`src/sv/spq_pkg.sv`:
```
`default_nettype none
// ----------------------------------------------------------------------------
// spq_pkg
// Shared types and codes for the sorted priority queue: the request and
// response words, the operation and status codes and the cell control group.
// ----------------------------------------------------------------------------
package spq_pkg;

    // Operation codes carried in the request word.
    localparam logic KIND_ENQUEUE = 1'b0;
    localparam logic KIND_DEQUEUE = 1'b1;

    // Status codes carried in the response word.
    localparam logic [1:0] STATUS_OK    = 2'd0;
    localparam logic [1:0] STATUS_FULL  = 2'd1;
    localparam logic [1:0] STATUS_EMPTY = 2'd2;

    // Width of the value fields on the ports.
    localparam int PORT_VALUE_W = 32;

    // Request word.
    typedef struct packed {
        logic                           kind;
        logic signed [PORT_VALUE_W-1:0] value;
    } spq_req_t;

    // Response word.
    typedef struct packed {
        logic signed [PORT_VALUE_W-1:0] out_value;
        logic                           out_valid;
        logic [1:0]                     status;
        logic [31:0]                    access_count;
    } spq_rsp_t;

    // Control broadcast to every cell of the row.
    typedef struct packed {
        logic ins;
        logic rem;
    } spq_ctrl_t;

endpackage : spq_pkg
`default_nettype wire

```
`src/sv/spq_cell.sv`:
```
`default_nettype none
// ----------------------------------------------------------------------------
// spq_cell
// One storage cell of the sorted row. It compares its entry with the value
// being inserted and takes its next entry from itself, the new value or a
// neighbour.
// ----------------------------------------------------------------------------
module spq_cell #(
    parameter int VALUE_WIDTH = 32
) (
    input  wire logic                          clk,
    input  wire spq_pkg::spq_ctrl_t            ctrl,
    input  wire logic                          occupied,
    input  wire logic signed [VALUE_WIDTH-1:0] new_value,
    input  wire logic                          left_le,
    input  wire logic signed [VALUE_WIDTH-1:0] left_entry,
    input  wire logic signed [VALUE_WIDTH-1:0] right_entry,
    output logic signed [VALUE_WIDTH-1:0]      entry,
    output logic                               le
);
    import spq_pkg::*;

    logic signed [VALUE_WIDTH-1:0] entry_reg;
    logic signed [VALUE_WIDTH-1:0] entry_next;

    // A held entry that is not greater than the new value stays in front of it.
    assign le    = occupied && (entry_reg <= new_value);
    assign entry = entry_reg;

    // Keep, take the new value at the boundary, shift right behind it, or
    // shift left on removal.
    always_comb
    begin
        entry_next = entry_reg;
        if (ctrl.ins)
        begin
            if (le)
                entry_next = entry_reg;
            else if (left_le)
                entry_next = new_value;
            else
                entry_next = left_entry;
        end
        else if (ctrl.rem)
        begin
            entry_next = right_entry;
        end
    end

    always_ff @(posedge clk)
    begin
        entry_reg <= entry_next;
    end

endmodule : spq_cell
`default_nettype wire

```
`src/sv/sorted_priority_queue_unit.sv`:
```
`default_nettype none
// ----------------------------------------------------------------------------
// sorted_priority_queue_unit
// Bounded min-priority queue held as a sorted row of cells.
// ----------------------------------------------------------------------------
// The queue takes one request word per clock cycle whenever the output
// register is empty or its word is being taken in the same cycle. Its
// response word is presented in the cycle after acceptance from a single
// output register. Every operation completes at once because each cell
// decides its next entry locally from its own compare and its neighbours,
// so the whole row shifts at once; the position encoder feeding the 32-bit
// access counter is the only logic that gathers from every cell. Equal
// values leave in arrival order. Enqueue when full and dequeue when empty
// leave the state untouched and report a status instead.
module sorted_priority_queue_unit #(
    parameter int DEPTH       = 16,
    parameter int VALUE_WIDTH = 32
) (
    input  wire logic              clk,
    input  wire logic              rst_n,
    input  wire logic              req_valid,
    output logic                   req_ready,
    input  wire spq_pkg::spq_req_t req_data,
    output logic                   rsp_valid,
    input  wire logic              rsp_ready,
    output spq_pkg::spq_rsp_t      rsp_data
);
    import spq_pkg::*;

    localparam int CNT_W = $clog2(DEPTH + 1);
    localparam int IDX_W = $clog2(DEPTH);

    logic                          accept;
    logic signed [VALUE_WIDTH-1:0] new_value;
    logic signed [VALUE_WIDTH-1:0] entries [DEPTH];
    logic [DEPTH-1:0]              le_vec;
    logic [DEPTH-1:0]              left_le_vec;
    logic [DEPTH-1:0]              occupied_vec;
    spq_ctrl_t                     ctrl;
    logic [IDX_W-1:0]              pos;
    logic [31:0]                   ins_add;
    logic [PORT_VALUE_W-1:0]       front_value;
    logic                          is_full;
    logic                          is_empty;

    logic [CNT_W-1:0] count_reg;
    logic [CNT_W-1:0] count_next;
    logic [31:0]      access_reg;
    logic [31:0]      access_next;
    logic             rsp_valid_reg;
    logic             rsp_valid_next;
    spq_rsp_t         rsp_reg;
    spq_rsp_t         rsp_next;

    // Handshake: the output register frees up when its word is taken.
    assign req_ready = !rsp_valid_reg || rsp_ready;
    assign accept    = req_valid && req_ready;
    assign rsp_valid = rsp_valid_reg;
    assign rsp_data  = rsp_reg;

    assign is_full  = (count_reg == CNT_W'(DEPTH));
    assign is_empty = (count_reg == '0);

    // Map the port value onto the stored width and the front entry back.
    generate
        if (VALUE_WIDTH >= PORT_VALUE_W)
        begin : g_wide
            assign new_value   = VALUE_WIDTH'({1'b0, req_data.value});
            assign front_value = entries[0][PORT_VALUE_W-1:0];
        end
        else
        begin : g_narrow
            assign new_value   = req_data.value[VALUE_WIDTH-1:0];
            assign front_value = PORT_VALUE_W'({1'b0, entries[0]});
        end
    endgenerate

    // Control broadcast to the row.
    always_comb
    begin
        ctrl.ins = accept && (req_data.kind == KIND_ENQUEUE) && !is_full;
        ctrl.rem = accept && (req_data.kind == KIND_DEQUEUE) && !is_empty;
    end

    // The row of cells, each linked to both neighbours.
    genvar gi;
    generate
        for (gi = 0; gi < DEPTH; gi++)
        begin : g_cell
            assign occupied_vec[gi] = (CNT_W'(gi) < count_reg);
            if (gi == 0)
            begin : g_first
                assign left_le_vec[gi] = 1'b1;
            end
            else
            begin : g_rest
                assign left_le_vec[gi] = le_vec[gi-1];
            end

            spq_cell #(
                .VALUE_WIDTH (VALUE_WIDTH)
            ) u_cell (
                .clk         (clk),
                .ctrl        (ctrl),
                .occupied    (occupied_vec[gi]),
                .new_value   (new_value),
                .left_le     (left_le_vec[gi]),
                .left_entry  (entries[(gi == 0) ? 0 : gi - 1]),
                .right_entry (entries[(gi == DEPTH - 1) ? gi : gi + 1]),
                .entry       (entries[gi]),
                .le          (le_vec[gi])
            );
        end
    endgenerate

    // Insert position: the one cell that sits on the boundary reports its index.
    always_comb
    begin
        pos = '0;
        for (int i = 0; i < DEPTH; i++)
        begin
            if (left_le_vec[i] && !le_vec[i])
                pos = pos | IDX_W'(i);
        end
    end

    // Accesses added by an insert: the position, or one less than the count
    // when the value goes to the back. An empty store adds nothing.
    always_comb
    begin
        if (is_empty)
            ins_add = '0;
        else if (CNT_W'(pos) == count_reg)
            ins_add = 32'(count_reg - CNT_W'(1));
        else
            ins_add = 32'(pos);
    end

    // Count, access counter and response word.
    always_comb
    begin
        count_next     = count_reg;
        access_next    = access_reg;
        rsp_valid_next = rsp_valid_reg;
        rsp_next       = rsp_reg;
        if (rsp_valid_reg && rsp_ready)
            rsp_valid_next = 1'b0;
        if (accept)
        begin
            rsp_valid_next = 1'b1;
            rsp_next       = '0;
            if (req_data.kind == KIND_ENQUEUE)
            begin
                if (is_full)
                begin
                    rsp_next.status = STATUS_FULL;
                end
                else
                begin
                    count_next  = count_reg + CNT_W'(1);
                    access_next = access_reg + ins_add;
                    rsp_next.status = STATUS_OK;
                end
            end
            else
            begin
                if (is_empty)
                begin
                    rsp_next.status = STATUS_EMPTY;
                end
                else
                begin
                    count_next  = count_reg - CNT_W'(1);
                    access_next = access_reg + 32'd1;
                    rsp_next.status    = STATUS_OK;
                    rsp_next.out_value = front_value;
                    rsp_next.out_valid = 1'b1;
                end
            end
            rsp_next.access_count = access_next;
        end
    end

    always_ff @(posedge clk or negedge rst_n)
    begin
        if (!rst_n)
        begin
            count_reg     <= '0;
            access_reg    <= '0;
            rsp_valid_reg <= 1'b0;
        end
        else
        begin
            count_reg     <= count_next;
            access_reg    <= access_next;
            rsp_valid_reg <= rsp_valid_next;
        end
    end

    always_ff @(posedge clk)
    begin
        rsp_reg <= rsp_next;
    end

endmodule : sorted_priority_queue_unit
`default_nettype wire
```
`config.mk`:
```
export PLATFORM = sky130hd
export DESIGN_NAME = sorted_priority_queue_unit
export DESIGN_NICKNAME = d
export VERILOG_FILES = /design/src/sv/spq_pkg.sv /design/src/sv/spq_cell.sv /design/src/sv/sorted_priority_queue_unit.sv
export SDC_FILE = /design/constraint.sdc
export NUM_CORES = 2
export LEC_CHECK = 0
export BUFFER_PORTS_ARGS = -buffer_cell sky130_fd_sc_hd__buf_2
export CAP_MARGIN = 20
export CORE_ASPECT_RATIO = 1.2
export CORE_MARGIN = 1.5
export CORE_UTILIZATION = 38
export CTS_CLUSTER_DIAMETER = 100
export DETAILED_ROUTE_END_ITERATION = 6
export GPL_ROUTABILITY_DRIVEN = 0
export MAX_ROUTING_LAYER = met4
export PLACE_DENSITY_LB_ADDON = 0.1
export SETUP_SLACK_MARGIN = 0.4
export SLEW_MARGIN = 20
export SYNTH_ARGS = -nofsm -noshare
export SYNTH_HDL_FRONTEND = slang
export SYNTH_SLANG_ARGS = --single-unit
```
`constraint.sdc`:
```
create_clock -name clk -period 13 [get_ports clk]
set_clock_uncertainty 0.2 [all_clocks]
set_input_delay 1.95 -clock clk [delete_from_list [all_inputs] [get_ports clk]]
set_output_delay 1.95 -clock clk [all_outputs]
set_load 0.02 [all_outputs]
```
==> impl_metrics.csv <==
group,metric,value,unit
job,cap_violations,0,
route,drc_errors,0,
floorplanning,die_w,311,um
route,viasPerCell,5.60,
pwr,clkPwrFrac,27.3,%
finish,largest_reg_flops,512,
hold_path,hold_end,"access_reg[31]",
finish,multiInputGateArea,23800,um^2
worst_setup_path,worstPathArrival,10470,ps
hold_path,holdPathStages,1,
sta,drv_slew,0,
route,antenna_left,0,
worst_setup_path,cp-start-kind,"primary input",
synthesis,synthAdderAreaFrac,15.9,%
clocking,clk_latency,660,ps
floorplanning,start_util,38.3,%
clocking,h-tree-depth,3,
sta,max_slew_margin,21.8,%
clocking,cts_sinks,617,
grt,grt_first_pass_wirelength,214000,um
sta,worst_slew_pin_slew,1170,ps
floorplanning,core,113000,um^2
clocking,cts_buffers,75,
route,drt-pass1-iter-count,6,
worst_setup_path,timing.rr.end,"access_reg[31]",
synthesis,synth_nets,5305,
route,drt-initial-drc-count,2995,
synthesis,seq_area_frac_synth,42.5,%
finish,final_util,42.5,%
finish,design_area,47900,um^2
clocking,cts_tree,"done",
worst_setup_path,crit_fanout,15,
place,placed_area,45500,um^2
clocking,cts_resized,0,
worst_setup_path,reg2reg_from,"g_cell[14].u_cell.entry[14]",
pwr,seqPwrFrac,37.9,%
synthesis,synth_top_area_share,40.3,%
grt,grt.total_usage,25.1,%
synthesis,synth_xor_area_share,1.06,%
grt,antenna_found_initial,4,
clocking,clock_path_buffers,3,
synthesis,syn-cell-area,43100,um^2
synthesis,avgSynthCellArea,9.14,um^2
clocking,ctsHoldBuffers,0,
synthesis,synth_top_family_by_area,"compound AO/OA/AOI/OAI gates",
sta,layout_worst_path_cycle_share,78.0,%
hold_path,min_path_type,"register to register",
place,io_buffers,105,
sta,max_freq,98.7,MHz
worst_setup_path,rrSetupSlack,4550,ps
synthesis,ys_types,81,
pwr,p_sw_share,38.4,%
sta,fin_tns_setup,0,ps
synthesis,synthTopCellsByArea,"edfxtp_1 (40%), ha_1 (16%), a21oi_1 (7.0%), o21ai_0 (6.9%), nand2_1 (6.4%)",
grt,grt_max_degree,273,
route,vias,35280,
pwr,irDropWorstVdd,92.4,uV
synthesis,async_flop_share,6.16,%
synthesis,synth_compound_area_share,18.8,%
worst_setup_path,reg2regPathDepth,26,
grt,grt_overflow,0,
synthesis,yosys-mux-area-fraction,2.75,%
grt,grt_pass1_vias,33794,
sta,rsz0062_at_grt,"false",
finish,syn_to_final_growth,11.0,%
sta,hold_viol,0,
clocking,path_clk_slew,60,ps
clocking,root_buffer,"clkbuf_16",
floorplanning,die_h,372,um
synthesis,synth-main-ff-cell,"edfxtp_1",
hold_path,min_from,"access_reg[31]",
sta,setup_viol,0,
synthesis,yosys_register_bits,617,
worst_setup_path,crit_type,"primary input to register",
finish,fill_cells,11114,
finish,drive_gt1_share,7.49,%
synthesis,synthCells,4720,
worst_setup_path,crit_required,13340,ps
pwr,p_comb_share,34.8,%
pwr,p_switching,2.96,mW
pwr,intPower,4.75,mW
finish,final_common_cell,"nand2_1",
finish,mostFrequentLayoutCells,"nand2_1 (729), a21oi_1 (600), o21ai_0 (586)",
route,routed_wl,143000,um
synthesis,synth-edff-count,579,
pwr,leakage,19.6,nW
status,status,"finished clean",
floorplanning,io_pins,106,
clocking,cts_setup_buffers,0,
floorplanning,die_area,116000,um^2
sta,fin_crit,10140,ps
floorplanning,rows,135,
finish,regArea,18300,um^2
pwr,power.density,161,nW/um^2
worst_setup_path,crit_path_end_kind,"register",
finish,fin_nets,5315,
synthesis,yosys_warnings,0,
place,detailed_place_hpwl,107000,um
synthesis,yosysTopAreaCell,"edfxtp_1",
route,wl_per_cell,22.8,um
synthesis,synth_simple_gate_area_share,16.0,%
-- power by group through the flow --
stage | clock, mW | combinational (mW) | sequential (mW)
after floorplan | 0 | 1.88 | 2.85
after global placement | 0 | 2.66 | 2.96
after detailed placement | 0 | 2.68 | 2.95
after CTS | 2.17 | 2.69 | 2.92
after global routing | 2.23 | 3.01 | 2.96
final | 2.11 | 2.68 | 2.92
-- Yosys cell counts (4+ instances only) --
master and instances:
a2111oi_0 11, a211o_1 10, a211oi_1 34, a21boi_0 4, a21o_1 42, a21oi_1 601, a221o_1 11, a221oi_1 12
a22oi_1 5, a311o_1 4, a31oi_1 8, a32o_1 8, and2_1 37, and3_1 19, and4_1 7, buf_1 27
clkbuf_1 234, dfrtp_1 38, edfxtp_1 579, ha_1 547, inv_1 71, mux2_2 11, mux2i_1 106, nand2_1 730
nand2b_1 8, nand3_1 89, nand4_1 117, nor2_1 455, nor2b_1 28, nor3_1 36, nor4_1 25, o211a_1 4
o211ai_1 41, o21a_1 14, o21ai_0 596, o21ai_1 4, o221ai_1 4, o311ai_0 4, o31ai_1 6, or2_2 9
or3_1 8, or4_1 8, xnor2_1 26, xor2_1 26
-- critical path, stage by stage --
cell and delay (ps):
buf_2 150, inv_1 530, buf_4 370, ha_1 290
a21oi_1 140, o21ai_0 140, a211o_1 310, a211o_1 320
a2111oi_0 880, nor3_2 180, a211oi_1 430, nand4_1 310
xnor2_1 220, nor2_1 230, a21oi_1 110, nor4_1 390
ha_1 330, a21o_1 200, a211oi_1 510, o211ai_1 180
o2111ai_1 170, o211ai_1 200, a311oi_1 630, o21ai_0 320
a2111oi_0 510, a311o_1 220, nand2_1 80, xnor2_1 150
-- through the flow --
stage	power, mW	setup slack, ps	instances	hold WS (ps)
floorplan	4.73	4520	4720	264
global placement	5.62	2410	6159	290
detailed placement	5.63	2360	6159	286
CTS	7.77	3040	6296	297
global route	8.19	2520	6299	322
finish	7.71	2860	6299	294
-- cell families (layout without fill, tap and decap cells) --
family / count (synthesis) / count (layout)
DFF: 617 / 617
other: 1 / 3
AOI/OAI and AO/OA: 1459 / 1459
and+or+nand+nor: 1591 / 1591
muxes: 117 / 117
xor gates and xnor gates: 52 / 52
buffers and inverters: 335 / 405
adders and majority gates: 548 / 548
-- metal layers --
metal	global-route usage, %	part of all wire, %	vias up
met2	42.2	49	866
met5	-	0	-
li1	-	-	17492
met4	11.0	4.2	0
met3	2.87	4.7	214
met1	30.3	42	16708
-- worst max path at each step --
stage | depth (start not counted) | endpoint | slack (ps) | startpoint
floorplan | 28 | access_reg[28] | 4520 | req_data[14]
global placement | 28 | access_reg[31] | 2410 | req_data[14]
detailed placement | 28 | access_reg[31] | 2360 | req_data[27]
CTS | 28 | access_reg[31] | 3040 | req_data[27]
global route | 29 | access_reg[28] | 2520 | req_data[14]
finish | 28 | access_reg[31] | 2860 | req_data[21]
-- layout make-up --
type                            instances  area share (%)
Antenna cell                            2          0.0105
Clock buffer                          104            4.43
Clock inverter                         33           0.533
Inverter                               73           0.580
Multi-Input combinational cell       3768            49.6
Sequential cell                       617            38.3
Tap cell                             1507            3.94
Timing Repair Buffer                  195            2.59
(Power assumes the default switching activity.)
